[src/rtl/core/pdtc_pkg.sv]
// Shared types, codes and helpers for the percent decoder with display cursor.
// Used by pdtc_decode, pdtc_cursor and percent_decode_text_cursor_top.
`default_nettype none

package pdtc_pkg;

    // Configuration register indexes
    localparam logic [1:0] CFG_WIDTH  = 2'd0;
    localparam logic [1:0] CFG_HEIGHT = 2'd1;
    localparam logic [1:0] CFG_DECODE = 2'd2;

    localparam int CFG_DATA_W = 7;

    localparam logic [6:0] RST_WIDTH  = 7'd16;
    localparam logic [3:0] RST_HEIGHT = 4'd2;
    localparam logic       RST_DECODE = 1'b1;

    // Input word command codes
    localparam logic CMD_BYTE   = 1'b0;
    localparam logic CMD_CURSOR = 1'b1;

    // Escape phase codes
    localparam logic [1:0] ESC_IDLE = 2'd0;
    localparam logic [1:0] ESC_HIGH = 2'd1;
    localparam logic [1:0] ESC_LOW  = 2'd2;

    localparam logic [7:0] CH_PLUS    = 8'h2B;
    localparam logic [7:0] CH_PERCENT = 8'h25;
    localparam logic [7:0] CH_SPACE   = 8'h20;

    typedef struct packed {
        logic       cmd;
        logic [7:0] data_byte;
        logic       end_of_message;
        logic [7:0] set_col;
        logic [7:0] set_row;
    } t_item;

    typedef struct packed {
        logic       emit;
        logic [7:0] ch;
    } t_emit;

    typedef struct packed {
        logic [7:0] col;
        logic [7:0] row;
        logic       wrap;
    } t_pos;

    // Hex digit value; anything that is not a hex digit counts as 0
    function automatic logic [3:0] hex_value(input logic [7:0] c);
        logic [7:0] d;
        d = 8'h00;
        if (c >= 8'h30 && c <= 8'h39) begin
            d = c - 8'h30;
        end else if (c >= 8'h61 && c <= 8'h66) begin
            d = c - 8'h57;
        end else if (c >= 8'h41 && c <= 8'h46) begin
            d = c - 8'h37;
        end
        return d[3:0];
    endfunction

endpackage

`default_nettype wire

[src/rtl/core/pdtc_decode.sv]
// Percent/plus decoder with its escape state.
// Depends on pdtc_pkg.
`default_nettype none

module pdtc_decode (
    input  wire logic           i_clk,
    input  wire logic           i_rst_n,
    input  wire logic           i_fire,
    input  wire logic           i_decode_en,
    input  wire pdtc_pkg::t_item i_item,
    output pdtc_pkg::t_emit     o_emit
);

    logic [1:0] r_phase, n_phase;
    logic [3:0] r_hi, n_hi;
    logic [3:0] w_hex;

    assign w_hex = pdtc_pkg::hex_value(i_item.data_byte);

    always_comb begin
        n_phase     = r_phase;
        n_hi        = r_hi;
        o_emit.emit = 1'b0;
        o_emit.ch   = i_item.data_byte;
        if (i_fire) begin
            if (i_item.cmd == pdtc_pkg::CMD_BYTE) begin
                if (!i_decode_en) begin
                    n_phase     = pdtc_pkg::ESC_IDLE;
                    o_emit.emit = 1'b1;
                end else begin
                    unique case (r_phase)
                        pdtc_pkg::ESC_HIGH: begin
                            n_hi    = w_hex;
                            n_phase = pdtc_pkg::ESC_LOW;
                        end
                        pdtc_pkg::ESC_LOW: begin
                            o_emit.emit = 1'b1;
                            o_emit.ch   = {r_hi, w_hex};
                            n_phase     = pdtc_pkg::ESC_IDLE;
                        end
                        default: begin
                            n_phase = pdtc_pkg::ESC_IDLE;
                            if (i_item.data_byte == pdtc_pkg::CH_PERCENT) begin
                                n_phase = pdtc_pkg::ESC_HIGH;
                            end else begin
                                o_emit.emit = 1'b1;
                                if (i_item.data_byte == pdtc_pkg::CH_PLUS) begin
                                    o_emit.ch = pdtc_pkg::CH_SPACE;
                                end
                            end
                        end
                    endcase
                end
            end
            // drop an unfinished escape at the end of a message
            if (i_item.end_of_message) begin
                n_phase = pdtc_pkg::ESC_IDLE;
            end
        end
    end

    always_ff @(posedge i_clk) begin
        if (!i_rst_n) begin
            r_phase <= pdtc_pkg::ESC_IDLE;
            r_hi    <= 4'd0;
        end else begin
            r_phase <= n_phase;
            r_hi    <= n_hi;
        end
    end

endmodule

`default_nettype wire

[src/rtl/core/pdtc_cursor.sv]
// Display cursor: position registers, load on command, advance and wrap per character.
// Depends on pdtc_pkg.
`default_nettype none

module pdtc_cursor (
    input  wire logic            i_clk,
    input  wire logic            i_rst_n,
    input  wire logic            i_fire,
    input  wire pdtc_pkg::t_item i_item,
    input  wire logic            i_emit,
    input  wire logic [6:0]      i_width,
    input  wire logic [3:0]      i_height,
    output pdtc_pkg::t_pos       o_pos
);

    logic [7:0] r_col, n_col;
    logic [7:0] r_row, n_row;
    logic [8:0] w_col_inc;
    logic [8:0] w_row_inc;
    logic       w_wrap;

    assign w_col_inc = {1'b0, r_col} + 9'd1;
    assign w_row_inc = {1'b0, r_row} + 9'd1;
    assign w_wrap    = w_col_inc >= {2'b00, i_width};

    // position reported is the one before the advance
    assign o_pos.col  = r_col;
    assign o_pos.row  = r_row;
    assign o_pos.wrap = w_wrap;

    always_comb begin
        n_col = r_col;
        n_row = r_row;
        if (i_fire && i_item.cmd == pdtc_pkg::CMD_CURSOR) begin
            n_col = i_item.set_col;
            n_row = i_item.set_row;
        end else if (i_emit) begin
            if (w_wrap) begin
                n_col = 8'd0;
                n_row = (w_row_inc >= {5'd0, i_height}) ? 8'd0 : w_row_inc[7:0];
            end else begin
                n_col = w_col_inc[7:0];
            end
        end
    end

    always_ff @(posedge i_clk) begin
        if (!i_rst_n) begin
            r_col <= 8'd0;
            r_row <= 8'd0;
        end else begin
            r_col <= n_col;
            r_row <= n_row;
        end
    end

endmodule

`default_nettype wire

[src/rtl/core/percent_decode_text_cursor_top.sv]
// Top level: config registers, input word register, result register, assertions.
// Depends on pdtc_pkg, pdtc_decode, pdtc_cursor.
//
//  channel | signals                                   | direction
//  --------+-------------------------------------------+----------
//  in      | i_in_valid / o_in_ready, cmd byte eom col row | in
//  out     | o_out_valid / i_out_ready, char col row repos | out
//  cfg     | i_cfg_we, i_cfg_idx, i_cfg_data           | in
//
// One word per cycle while the result register is free or being drained:
// the decoder and cursor work on the word in the input register, and the
// result register loads at the next edge when a character is emitted.
// The input register takes a new word while a result waits, as long as
// it is empty or its word can move on; a stalled result holds it when full.
// Synchronous active-low reset clears the escape phase, cursor and valids.
`default_nettype none

module percent_decode_text_cursor_top (
    input  wire logic       i_clk,
    input  wire logic       i_rst_n,
    input  wire logic       i_in_valid,
    output logic            o_in_ready,
    input  wire logic       i_cmd,
    input  wire logic [7:0] i_data_byte,
    input  wire logic       i_end_of_message,
    input  wire logic [7:0] i_set_col,
    input  wire logic [7:0] i_set_row,
    output logic            o_out_valid,
    input  wire logic       i_out_ready,
    output logic [7:0]      o_out_char,
    output logic [7:0]      o_out_col,
    output logic [7:0]      o_out_row,
    output logic            o_reposition,
    input  wire logic       i_cfg_we,
    input  wire logic [1:0] i_cfg_idx,
    input  wire logic [pdtc_pkg::CFG_DATA_W-1:0] i_cfg_data
);

    logic [6:0]      r_width;
    logic [3:0]      r_height;
    logic            r_decode;

    logic            r_in_vld;
    pdtc_pkg::t_item r_in;
    logic            w_fire;

    pdtc_pkg::t_emit w_emit;
    pdtc_pkg::t_pos  w_pos;

    logic            r_out_vld;
    logic [7:0]      r_out_char;
    logic [7:0]      r_out_col;
    logic [7:0]      r_out_row;
    logic            r_out_wrap;

    // configuration
    always_ff @(posedge i_clk) begin
        if (!i_rst_n) begin
            r_width  <= pdtc_pkg::RST_WIDTH;
            r_height <= pdtc_pkg::RST_HEIGHT;
            r_decode <= pdtc_pkg::RST_DECODE;
        end else if (i_cfg_we) begin
            unique case (i_cfg_idx)
                pdtc_pkg::CFG_WIDTH:  r_width  <= i_cfg_data[6:0];
                pdtc_pkg::CFG_HEIGHT: r_height <= i_cfg_data[3:0];
                pdtc_pkg::CFG_DECODE: r_decode <= i_cfg_data[0];
                default: ;
            endcase
        end
    end

    // word moves on when the result register is free or being drained
    assign w_fire     = r_in_vld && (!r_out_vld || i_out_ready);
    assign o_in_ready = !r_in_vld || w_fire;

    always_ff @(posedge i_clk) begin
        if (!i_rst_n) begin
            r_in_vld <= 1'b0;
        end else if (o_in_ready) begin
            r_in_vld <= i_in_valid;
        end
    end

    always_ff @(posedge i_clk) begin
        if (o_in_ready && i_in_valid) begin
            r_in.cmd            <= i_cmd;
            r_in.data_byte      <= i_data_byte;
            r_in.end_of_message <= i_end_of_message;
            r_in.set_col        <= i_set_col;
            r_in.set_row        <= i_set_row;
        end
    end

    pdtc_decode u_decode (
        .i_clk       (i_clk),
        .i_rst_n     (i_rst_n),
        .i_fire      (w_fire),
        .i_decode_en (r_decode),
        .i_item      (r_in),
        .o_emit      (w_emit)
    );

    pdtc_cursor u_cursor (
        .i_clk    (i_clk),
        .i_rst_n  (i_rst_n),
        .i_fire   (w_fire),
        .i_item   (r_in),
        .i_emit   (w_emit.emit),
        .i_width  (r_width),
        .i_height (r_height),
        .o_pos    (w_pos)
    );

    // result register
    always_ff @(posedge i_clk) begin
        if (!i_rst_n) begin
            r_out_vld <= 1'b0;
        end else if (w_emit.emit) begin
            r_out_vld <= 1'b1;
        end else if (i_out_ready) begin
            r_out_vld <= 1'b0;
        end
    end

    always_ff @(posedge i_clk) begin
        if (w_emit.emit) begin
            r_out_char <= w_emit.ch;
            r_out_col  <= w_pos.col;
            r_out_row  <= w_pos.row;
            r_out_wrap <= w_pos.wrap;
        end
    end

    assign o_out_valid  = r_out_vld;
    assign o_out_char   = r_out_char;
    assign o_out_col    = r_out_col;
    assign o_out_row    = r_out_row;
    assign o_reposition = r_out_wrap;

`ifndef SYNTHESIS
    a_cursor_load: assert property (@(posedge i_clk) disable iff (!i_rst_n)
        (w_fire && r_in.cmd == pdtc_pkg::CMD_CURSOR)
        |=> (w_pos.col == $past(r_in.set_col) && w_pos.row == $past(r_in.set_row)))
        else $error("cursor not loaded by set command");

    a_wrap_col: assert property (@(posedge i_clk) disable iff (!i_rst_n)
        (w_emit.emit && w_pos.wrap) |=> (w_pos.col == 8'd0 && o_reposition))
        else $error("wrap did not return cursor to column zero");

    a_raw_pass: assert property (@(posedge i_clk) disable iff (!i_rst_n)
        (w_fire && r_in.cmd == pdtc_pkg::CMD_BYTE && !r_decode)
        |=> (o_out_valid && o_out_char == $past(r_in.data_byte)))
        else $error("raw byte not passed through");
`endif

endmodule

`default_nettype wire
[config.mk]
export PLATFORM = sky130hd
export DESIGN_NAME = percent_decode_text_cursor_top
export DESIGN_NICKNAME = d
export VERILOG_FILES = /design/src/rtl/core/pdtc_pkg.sv /design/src/rtl/core/pdtc_decode.sv /design/src/rtl/core/pdtc_cursor.sv /design/src/rtl/core/percent_decode_text_cursor_top.sv
export SDC_FILE = /design/constraint.sdc
export NUM_CORES = 1
export LEC_CHECK = 0
export BUFFER_PORTS_ARGS = -buffer_cell sky130_fd_sc_hd__buf_2
export CORE_MARGIN = 3
export CORE_UTILIZATION = 30
export DETAILED_ROUTE_END_ITERATION = 10
export HOLD_SLACK_MARGIN = 0.15
export PLACE_DENSITY = 0.57
export REMOVE_ABC_BUFFERS = 1
export SYNTH_ARGS = -nofsm -noshare
export SYNTH_HDL_FRONTEND = slang
export SYNTH_SLANG_ARGS = --single-unit
[constraint.sdc]
create_clock -name i_clk -period 3.44 [get_ports i_clk]
set_input_delay 0.688 -clock i_clk [delete_from_list [all_inputs] [get_ports i_clk]]
set_output_delay 0.688 -clock i_clk [all_outputs]
set_load 0.02 [all_outputs]
# --- After elaboration in Yosys (flattened, before gate mapping) ---
# Cells that the tools add are included.
word_totals:
  ff_bits: 87
  input_bits: 40
op_classes:
  n_bitwise: 1
  order_cmp: 8
  n_eq_ne: 7
  n_reduce_logical: 20
  muxes: 24
  n_addsub: 5
op_table:
  columns: ["cell", "count"]
  rows:
  - ["$mux 8", 9]
  - ["$mux 9", 3]
  - ["$add 8x1->9 const B", 2]
  - ["$pmux 9 s2", 1]
  - ["$eq 8x6->1 const B", 2]
  - ["$ge 8x7->1 const B", 2]
  - ["$le 8x7->1 const B", 2]
  - ["$mux 4", 3]
  - ["$reduce_and 2->1", 5]
  - ["$ge 9x4->1", 1]
  - ["$ge 9x7->1", 1]
  - ["$ge 8x6->1 const B", 1]
  - ["$le 8x6->1 const B", 1]
  - ["$sub 4x3->4 const B", 2]
  - ["$logic_and 1x1->1", 6]
  - ["$mux 2", 3]
  - ["$reduce_bool 2->1", 3]
  - ["$eq 2x1->1 const B", 2]
  - ["$eq 2x2->1 const B", 2]
  - ["$mux 1", 4]
  - ["$pmux 2 s2", 1]
  - ["$reduce_and 4->1", 1]
  - ["$sub 4x1->4 const B", 1]
  - ["$logic_not 1->1", 2]
  - ["4 further kinds", 5]

# --- Logic depth before layout (Yosys ltp) ---
# Gate-level depths: netlist (run 1).
logic_depth:
  ltp_word: 11
  ltp_mapped: 12

# --- Hierarchy ---
# A second synthesis (run 1) with hierarchy kept.
unflattened:
  cells_unflattened: 336
  area_unflattened_um2: 3938.8
by_module_without_submodules:
  columns: ["module", "area_per_inst_um2", "cells_per_inst", "instances", "seq_area_each_um2"]
  rows:
  - ["percent_decode_text_cursor_top", 2109.5, 110, 1, 1811.7]
  - ["pdtc_cursor", 1187.4, 148, 1, 320.3]
  - ["pdtc_decode", 641.9, 78, 1, 120.1]

# --- Worst setup path before layout (run 1) ---
# No wires, ideal clock.
synth_timing:
  path_kind: "register to register"
  from: "register u_decode.r_phase[0]"
  to: "register u_cursor.r_col[0]"
  arrival_ns: 3.010
  setup_time_ns: 0.070
  required_time_ns: 3.370
  slack_ns: 0.360
  path_stages_with_launch: 10
  path_buffers: 1
  path_cell_list: "dfxtp_1 > inv_1 > ha_1 > and3_1 > a31o_2 > a211oi_2 > and3_1 > buf_2 > a21oi_1 > a21oi_1"
synth_between:
  elab_chain_cells: 6
  elab_cells_between_ends: 7
  classes_between: "2 x eq/ne; 4 x mux; 1 x reduce/logical"
synth_rtl:
  columns: ["item", "line", "text"]
  rows:
  - ["from (decl)", "pdtc_decode.sv:14", "logic [1:0] r_phase, n_phase;"]
  - ["from (signal assigned)", "pdtc_decode.sv:64", "r_phase <= pdtc_pkg::ESC_IDLE;"]
  - ["from (signal assigned)", "pdtc_decode.sv:67", "r_phase <= n_phase;"]
  - ["$eq 2x2->1 / $eq 2x1->1 (equally long branches)", "pdtc_decode.sv:31", "unique case (r_phase)"]
  - ["$pmux 9 s2 (*)", "pdtc_decode.sv:31", null]
  - ["$mux 1 (*)", "pdtc_decode.sv:27", "if (!i_decode_en) begin"]
  - ["$mux 9 (*)", "pdtc_decode.sv:26", "if (i_item.cmd == pdtc_pkg::CMD_BYTE) begin"]
  - ["$mux 9 (*)", "pdtc_decode.sv:25", "if (i_fire) begin"]
  - ["via u_cursor.i_emit", "pdtc_cursor.sv:10", "input wire logic i_emit,"]
  - ["$reduce_bool 2->1 (no line) (*)", null, null]
  - ["to (signal assigned)", "pdtc_cursor.sv:52", "r_col <= n_col;"]
  - ["to (decl)", "pdtc_cursor.sv:16", "logic [7:0] r_col, n_col;"]
# The timed path passes the listed nets; every way through them passes the cells marked *.
# A chain may end at the register's enable or synchronous reset.

# --- Worst setup path after layout (run 1) ---
layout_timing:
  from: "register u_cursor.r_col[0]"
  to: "register u_cursor.r_row[3]"
layout_between:
  elab_chain_cells: 4
layout_rtl:
  columns: ["item", "line", "text"]
  rows:
  - ["$add 8x1->9", "pdtc_cursor.sv:22", "assign w_col_inc = {1'b0, r_col} + 9'd1;"]
  - ["$ge 9x7->1", "pdtc_cursor.sv:24", "assign w_wrap = w_col_inc >= {2'b00, i_width};"]
  - ["$reduce_bool 2->1 (no line)", null, null]
  - ["$reduce_and 2->1 (no line)", null, null]
  - ["to (signal assigned)", "pdtc_cursor.sv:53", "r_row <= n_row;"]
  - ["to (decl)", "pdtc_cursor.sv:17", "logic [7:0] r_row, n_row;"]
# No other way between the ends.

==> impl_metrics.tcl, run 1 <==
set metrics [dict create \
    place_congestion 0.8906 \
    total_power_mw 2.256 \
    synthAdderAreaFrac 0.05753 \
    finalSetupViolCount 0 \
    ir_drop_mv 0.1813 \
    die_w_um 120.2 \
    via_count 2794 \
    grt_pass1_vias 2826 \
    cts_tree "yes" \
    rsz0062_at_grt "false" \
    grt_use_total 0.1271 \
    synthXorXnorAreaFrac 0.01981 \
    nets 468 \
    yosys.area_share.simple 0.1342 \
    finalSetupTns_ns 0 \
    slew_headroom 0.5678 \
    cellPowerDensity_nw_per_um2 481.2 \
    num_rows 41 \
    dp_slack_ns 0.5992 \
    clock-root-buffer "clkbuf_16" \
    synthMuxAreaShare 0.01822 \
    cts_setup_buffers 0 \
    ys_top_cells_by_area "edfxtp_1, dfxtp_1, ha_1, nor2_1, a21oi_1" \
    start_util 0.3090 \
    maxCapViolations 0 \
    seq_area_frac_synth 0.5753 \
    crit_required_ns 3.66 \
    post-dp-hpwl_um 6467 \
    synthTopCellsByCount "edfxtp_1, nor2_1, dfxtp_1" \
    synthDistinctLibCells 52 \
    antenna_found_initial 0 \
    clock_sinks 87 \
    vias_per_cell 4.760 \
    cts_buffers 9 \
    die_y_um 120.2 \
    ys_seq_elements 87 \
    syn-mean-instance-area_um2 11.48 \
    dieArea_um2 14460 \
    fin_ws_ns 0.5394 \
    yosys.area.top_type "edfxtp_1" \
    grt_pass1_wl_um 14300 \
    worstSetupStartpointType "flop" \
    n_fill_cell 1278 \
    finalMaxSlewViolations 0 \
    synth_compound_area_frac 0.1505 \
    hp-class "reg2reg" \
    ctsHoldBuffers 0 \
    fin_crit_sh 0.8432 \
    wire_per_inst_um 14.95 \
    synth_top_family_by_area "compound AO/OA/AOI/OAI gates" \
    endpoint_kind "flop" \
    synthFlopType "edfxtp_1" \
    leakagePower_nw 1.825 \
    syn2layout_area_growth_pct 19.72 \
    crit_arrival_ns 3.12 \
    core_area_um2 12670 \
    num_io_pins 67 \
    drc 0 \
    final_util 0.3699 \
    htreeDepth 3 \
    synth_top_area_frac 0.3912 \
    synth_warnings 0 \
    diodes 0 \
    first_iter_violations 211 \
    tightest_slew_ns 0.6484 \
    clockBufferDepth 2 \
    ctsResizeCount 0 \
    final_cells 587 \
    ant_nets 0 \
    dr.pass1.iters 4 \
    fmax_mhz 344.8 \
    netlist_instances 341 \
    path_class "reg2reg" \
    drive_gt1_frac 0.2337 \
    wl_um 8773 \
    min_period_ns 2.901 \
    status "finished, final reports clean" \
    portBuffers 66 \
    grt.overflow.total 0 \
    synth_area_um2 3915 \
    clk_latency_ns 0.34 \
    synth_edf_count 51 \
    synth.most_common_cell "edfxtp_1" \
    critPathMaxFanout 12 \
    clk_pin_slew_ns 0.06 \
    grt_start_max_net_pins 20 \
    skew_ns 0.006279 \
    dp_cells 571 \
    hold_viol_final 0 \
    async_flop_share 0 \
]
-- final timing paths --
path	from	to	slack (ns)	cells past startpoint
setup / recovery	u_cursor.r_col[0]$_SDFFE_PN0P_	u_cursor.r_row[3]$_SDFFE_PN0P_	0.54	9
hold / removal	u_decode.r_phase[0]$_SDFFE_PN0P_	u_decode.r_phase[0]$_SDFFE_PN0P_	0.49	2
hold reg to reg	u_decode.r_phase[0]$_SDFFE_PN0P_	u_decode.r_phase[0]$_SDFFE_PN0P_	0.49	2
setup reg to reg	u_cursor.r_col[0]$_SDFFE_PN0P_	u_cursor.r_row[3]$_SDFFE_PN0P_	0.54	9
-- through the flow --
step | hold slack, ns | area, µm²
4_1_cts | 0.4952 | 4687
6_report | 0.4924 | 4687
2_1_floorplan | 0.4386 | 3827
3_3_place_gp | 0.4630 | 4418
3_5_place_dp | 0.4758 | 4418
5_1_grt | 0.4989 | 4687
-- sequential cells by signal, indices dropped and copies added (netlist names), 2 cells and up --
signal / flops
o_out_col: 8
o_out_row: 8
r_height: 4
u_decode.r_phase: 2
r_width: 7
u_cursor.r_col: 8
o_out_char: 8
u_cursor.r_row: 8
u_decode.r_hi: 4
r_in: 26
-- cell type report --
cell class | count | area, µm² | share of cell area
Sequential cell | 87 | 2252 | 0.4805
Multi-Input combinational cell | 218 | 1496 | 0.3193
Timing Repair Buffer | 71 | 367.9 | 0.07848
Clock buffer | 13 | 250.2 | 0.05339
Tap cell | 172 | 215.2 | 0.04592
Inverter | 23 | 86.33 | 0.01842
Clock inverter | 3 | 18.77 | 0.004004
-- critical path: stages (launching register included) --
cell      delay [ns]
dfxtp_1         0.46
ha_1            0.26
nand3_1         0.12
xnor2_1         0.25
ha_1            0.29
a21boi_0        0.12
o311ai_0        0.53
a31o_2          0.45
a221oi_1        0.15
a21boi_1        0.16
-- cells by family after synthesis --
family | Yosys count
buffers and inverters | 36
adder cells (fa/ha/maj) | 18
flip-flops | 87
multiplexers | 7
AND/OR/NAND/NOR | 107
XOR/XNOR | 8
AO/OA/AOI/OAI | 78
-- cell usage in the layout (no fill, tap or decap), types with 3 or more instances in the layout --
master	instances
clkbuf_16	9
a22oi_1	6
a21oi_1	20
nand2b_1	3
buf_4	5
a211oi_1	5
a221oi_1	3
a222oi_1	6
nor2_1	45
ha_1	18
a31oi_1	3
mux2i_1	6
nor2b_1	3
and3_1	6
xnor2_1	4
inv_1	23
edfxtp_1	51
buf_2	66
nand2_1	16
nand3_1	13
nand4_1	6
dfxtp_1	36
clkbuf_1	3
o21ai_0	10
a22o_1	5
xor2_1	3
-- power breakdown --
part / leakage (nW) / internal, mW / switching [mW]
combinational: 0.914 / 0.0757 / 0.112
sequential: 0.778 / 1.15 / 0.0320
clock: 0.134 / 0.508 / 0.381
-- routing by layer --
| metal | wire length [µm] | track usage | vias up | share of wire |
|---|---|---|---|---|
| met1 | 4002 | 0.1642 | 1302 | 0.46 |
| met5 | 0 | 0 | - | 0 |
| li1 | - | - | 1406 | - |
| met3 | 476 | 0.03789 | 10 | 0.054 |
| met2 | 4149 | 0.1963 | 76 | 0.47 |
| met4 | 145 | 0.05949 | 0 | 0.017 |
(Power assumes the default switching activity.)
==> run 2, diff against run 1 <==
--- a/config.mk
+++ b/config.mk
@@ -10,7 +10,7 @@
 export CORE_UTILIZATION = 30
 export DETAILED_ROUTE_END_ITERATION = 10
 export HOLD_SLACK_MARGIN = 0.15
-export PLACE_DENSITY = 0.57
+export PLACE_DENSITY = 0.59
 export REMOVE_ABC_BUFFERS = 1
 export SYNTH_ARGS = -nofsm -noshare
 export SYNTH_HDL_FRONTEND = slang
==> constraint.sdc (replaced) <==
create_clock -name i_clk -period 2.42 [get_ports i_clk]
set_input_delay 0.484 -clock i_clk [delete_from_list [all_inputs] [get_ports i_clk]]
set_output_delay 0.484 -clock i_clk [all_outputs]
set_load 0.02 [all_outputs]
==> impl_metrics.tcl, run 2 (synthesis gave the netlist of run 1 again) <==
set metrics [dict create \
    switching_share 0.2251 \
    grt_pass1_vias 3013 \
    drive_gt1_frac 0.3524 \
    core_area_um2 12670 \
    rsz0062_at_grt "true" \
    finalSetupViolCount 3 \
    leakagePower_nw 2.053 \
    cellPowerDensity_nw_per_um2 658.1 \
    place_area_um2 4643 \
    endpoint_kind "flop" \
    syn2layout_area_growth_pct 31.64 \
    clock_sinks 87 \
    grt_start_max_net_pins 18 \
    diodes 0 \
    comb_power_share 0.108 \
    cp_slowest_cell "dfxtp_4" \
    slew_headroom 0.6375 \
    clk_pin_slew_ns 0.06 \
    worstSetupStartpointType "flop" \
    hold_viol_final 0 \
    fmax_mhz 404.2 \
    cpPeakStageDelay_ns 0.36 \
    ant_nets 0 \
    portBuffers 66 \
    clockBufferDepth 2 \
    top_register "r_in" \
    finalSetupTns_ns -0.08939 \
    p_int_mw 2.628 \
    crit_arrival_ns 2.72 \
    wl_um 9345 \
    die_y_um 120.2 \
    status "finished with violations" \
    dr.pass1.iters 5 \
    p_switching_mw 0.7634 \
    drc 0 \
    maxCapViolations 0 \
    dieArea_um2 14460 \
    clkPwrFrac 0.399 \
    hold_ws_ns 0.3121 \
    grt_pass1_wl_um 14880 \
    nets 507 \
    finish.instance_area_um2 5154 \
    post-dp-hpwl_um 6776 \
    clock-root-buffer "clkbuf_16" \
    fin_ws_ns -0.05376 \
    crit_required_ns 2.66 \
    start_util 0.3090 \
    htreeDepth 3 \
    cts_buffers 9 \
    tightest_slew_ns 0.5431 \
    fin_crit_sh 1.022 \
    num_rows 41 \
    layout_commonest_cell "buf_2" \
    wire_per_inst_um 14.93 \
    via_count 3019 \
    largest_register_ffs 26 \
    antenna_found_initial 0 \
    hp-class "in2reg" \
    die_w_um 120.2 \
    min_period_ns 2.474 \
    grt_use_total 0.1316 \
    total_power_mw 3.392 \
    final_util 0.4067 \
    vias_per_cell 4.823 \
    path_class "reg2reg" \
    seqPwrFrac 0.492 \
    skew_ns 0.007263 \
    violations "negative setup slack" \
    num_io_pins 67 \
    path_cells "ha_4, xor2_1, ha_1, and3_4, a211o_1, o32a_4, a211oi_4, a32oi_1, o311ai_2" \
    finalMaxSlewViolations 0 \
    grt.overflow.total 0 \
    cts_tree "yes" \
    place_congestion 0.8189 \
    critPathMaxFanout 5 \
    layout_common_cells "buf_2, edfxtp_1, nor2_1" \
    first_iter_violations 215 \
    ir_drop_mv 0.2825 \
    clk_latency_ns 0.34 \
]
run 2: critical path: cells and delay by family (launching register included):
kind / cells / cell delay, ns
simple gates: 1 / 0.19
xor+xnor: 1 / 0.14
fa+ha+maj: 2 / 0.46
flops: 1 / 0.36
compound gates: 5 / 1.23
run 2: path summary, 6_finish.rpt:
kind	from	end	slack, ns	cells past startpoint
worst max-delay path	u_cursor.r_row[1]$_SDFFE_PN0P_	u_cursor.r_row[2]$_SDFFE_PN0P_	-0.05	9
worst min-delay path	i_set_col[7]	r_in[15]$_DFFE_PP_	0.31	1
worst max register to register	u_cursor.r_row[1]$_SDFFE_PN0P_	u_cursor.r_row[2]$_SDFFE_PN0P_	-0.05	9
worst min register to register	u_cursor.r_row[1]$_SDFFE_PN0P_	o_out_row[1]$_DFFE_PP_	0.48	0
run 2: through the flow:
step | setup slack (ns) | cells
after floorplan | -0.6574 | 328
after global placement | -0.1382 | 601
after detailed placement | -0.1079 | 601
after CTS | -0.02041 | 620
after global routing | -0.1629 | 626
final | -0.05376 | 626
run 2: cell type report:
cell class / instances / area (µm²)
fill: 1246 / 7517
sequential: 87 / 2272
multi-input combinational: 219 / 1632
timing repair buffer: 109 / 656.9
clock buffer: 12 / 246.5
tap: 172 / 215.2
inverter: 23 / 86.33
clock inverter: 4 / 45.04
run 2: power by group through the flow:
stage | Sequential, mW | Combinational [mW] | Clock [mW]
global placement | 1.70 | 0.309 | 0
finish | 1.67 | 0.368 | 1.35
CTS | 1.67 | 0.347 | 1.39
floorplan | 1.71 | 0.148 | 0
global route | 1.68 | 0.406 | 1.45
detailed placement | 1.70 | 0.319 | 0
run 2: timing repair:
item	CTS	global route
hold buffers	0	0
gates cloned	0	1
endpoints found under the hold margin	0	0
setup buffers	3	5
pin swaps	5	12
resized for setup	21	19
setup endpoints to repair	15	16
run 2: routing by layer:
layer  up-vias  track usage  share of wire
met5         -            0              0
met4         0      0.03258         0.0078
met1      1444       0.1685           0.45
li1       1488            -              -
met3         8      0.04584          0.044
met2        79       0.2146           0.49
==> run 3, diff against run 2 <==
--- a/config.mk
+++ b/config.mk
@@ -7,10 +7,10 @@
 export LEC_CHECK = 0
 export BUFFER_PORTS_ARGS = -buffer_cell sky130_fd_sc_hd__buf_2
 export CORE_MARGIN = 3
-export CORE_UTILIZATION = 30
+export CORE_UTILIZATION = 25
 export DETAILED_ROUTE_END_ITERATION = 10
 export HOLD_SLACK_MARGIN = 0.15
-export PLACE_DENSITY = 0.59
+export PLACE_DENSITY = 0.52
 export REMOVE_ABC_BUFFERS = 1
 export SYNTH_ARGS = -nofsm -noshare
 export SYNTH_HDL_FRONTEND = slang
==> impl_metrics.tcl, run 3 (synthesis gave the netlist of run 1 again) <==
set metrics [dict create \
    min_period_ns 2.448 \
    clockBufferDepth 2 \
    finalSetupTns_ns -0.04791 \
    antenna_found_initial 0 \
    r2r_setup_slack_ns -0.03 \
    drive_gt1_frac 0.3510 \
    tightest_slew_ns 0.5536 \
    wire_per_inst_um 14.53 \
    worstSetupStartpointType "flop" \
    rsz0062_at_grt "true" \
    dr.pass1.iters 4 \
    crit_arrival_ns 2.72 \
    layout_common_cells "buf_2, edfxtp_1, nor2_1" \
    fin_crit_sh 1.012 \
    dieArea_um2 17200 \
    nets 506 \
    layout_commonest_cell "buf_2" \
    cts_buffers 9 \
    first_iter_violations 251 \
    portBuffers 66 \
    clock_sinks 87 \
    num_rows 45 \
    critPathMaxFanout 3 \
    grt_pass1_wl_um 15300 \
    vias_per_cell 4.498 \
    drc 0 \
    clk_pin_slew_ns 0.06 \
    hold_ws_ns 0.3102 \
    leakagePower_nw 2.039 \
    hold-path-endpoint "r_in[17]$_DFFE_PP_" \
    grt_start_max_net_pins 19 \
    top_register "r_in" \
    die_y_um 131.1 \
    holdPathStages 1 \
    skew_ns 0.008428 \
    cellPowerDensity_nw_per_um2 640.1 \
    maxCapViolations 0 \
    cts_tree "yes" \
    ir_drop_mv 0.3642 \
    endpoint_kind "flop" \
    status "finished with violations" \
    final_util 0.3410 \
    r2r-start "u_cursor.r_row[1]$_SDFFE_PN0P_" \
    worst_r2r_endpoint "u_cursor.r_row[6]$_SDFFE_PN0P_" \
    fmax_mhz 408.4 \
    finalMaxSlewViolations 0 \
    core_area_um2 15260 \
    grt.overflow.total 0 \
    clk_latency_ns 0.35 \
    clock-root-buffer "clkbuf_16" \
    slew_headroom 0.6306 \
    r2r_cells 11 \
    start_util 0.2566 \
    largest_register_ffs 26 \
    post-dp-hpwl_um 7043 \
    finalSetupViolCount 2 \
    die_w_um 131.1 \
    min_from "i_data_byte[0]" \
    hp-class "in2reg" \
    hold_viol_final 0 \
    fin_ws_ns -0.02836 \
    syn2layout_area_growth_pct 32.92 \
    num_io_pins 67 \
    wl_um 9648 \
    grt_use_total 0.1116 \
    crit_required_ns 2.69 \
    via_count 2987 \
    grt_pass1_vias 3020 \
    violations "negative setup slack" \
    htreeDepth 3 \
    path_class "reg2reg" \
    ant_nets 0 \
    place_congestion 0.8634 \
    diodes 0 \
]
[run 3: cell count changes in the layout (fill, tap and decap cells not counted), sizes merged]
cell	before	now
buf	109	108
clkbuf	12	13
bufinv	1	0
[run 3: power by group]
part           switching (mW)  internal (mW)
clock network           0.544          0.749
registers              0.0396           1.63
logic                   0.195          0.173
[run 3: area by class of cell]
cell class	count	area (µm²)
Clock buffer	13	260.3
Clock inverter	3	16.27
Fill cell	1550	10050
Inverter	23	86.33
Multi-Input combinational cell	219	1649
Sequential cell	87	2267
Tap cell	211	264.0
Timing Repair Buffer	108	660.6
[run 3: timing repair]
| item | 4_1_cts | 5_1_grt |
|---|---|---|
| pin swaps | 8 | 13 |
| cloned | 0 | 1 |
| gates resized for setup | 19 | 23 |
| setup buffers | 3 | 5 |
| hold buffers | 0 | 0 |
| setup endpoints to repair | 16 | 15 |
[run 3: worst max path at each step]
stage | cells past startpoint | startpoint | slack (ns) | to
6_report | 11 | u_cursor.r_row[1]$_SDFFE_PN0P_ | -0.03 | u_cursor.r_row[6]$_SDFFE_PN0P_
3_5_place_dp | 10 | u_cursor.r_col[0]$_SDFFE_PN0P_ | -0.22 | u_cursor.r_row[3]$_SDFFE_PN0P_
5_1_grt | 9 | u_cursor.r_row[2]$_SDFFE_PN0P_ | -0.12 | u_cursor.r_row[2]$_SDFFE_PN0P_
4_1_cts | 11 | u_cursor.r_row[1]$_SDFFE_PN0P_ | 0.006 | u_cursor.r_row[6]$_SDFFE_PN0P_
3_3_place_gp | 10 | u_cursor.r_col[0]$_SDFFE_PN0P_ | -0.16 | u_cursor.r_row[3]$_SDFFE_PN0P_
2_1_floorplan | 8 | u_decode.r_phase[0]$_SDFFE_PN0P_ | -0.66 | u_cursor.r_col[0]$_SDFFE_PN0P_
[run 3: worst max-delay path, cell delays in order (launching register included)]
cell and delay, ns:
dfxtp_4 0.36, ha_4 0.17, xor2_2 0.14, ha_1 0.31
and3_4 0.18, a211o_1 0.27, o32a_4 0.21, a211oi_4 0.31
buf_6 0.15, buf_6 0.08, a211oi_1 0.03, nor3_1 0.16
[run 3: per-layer routing]
metal  up-vias  wire (µm)  track usage
met1      1422       4316       0.1421
li1       1481          -            -
met4         0        163      0.04609
met2        71       4705       0.1789
met3        13        462      0.03139
met5         -          0            0
[run 3: through the flow]
step | total power, mW | setup slack [ns] | cells | instance area [µm²]
detailed placement | 2.021 | -0.2159 | 639 | 4684
floorplan | 1.858 | -0.6574 | 328 | 3827
global route | 3.488 | -0.1245 | 664 | 5204
CTS | 3.349 | 0.006460 | 658 | 5044
global placement | 2.014 | -0.1561 | 639 | 4684
finish | 3.331 | -0.02836 | 664 | 5204
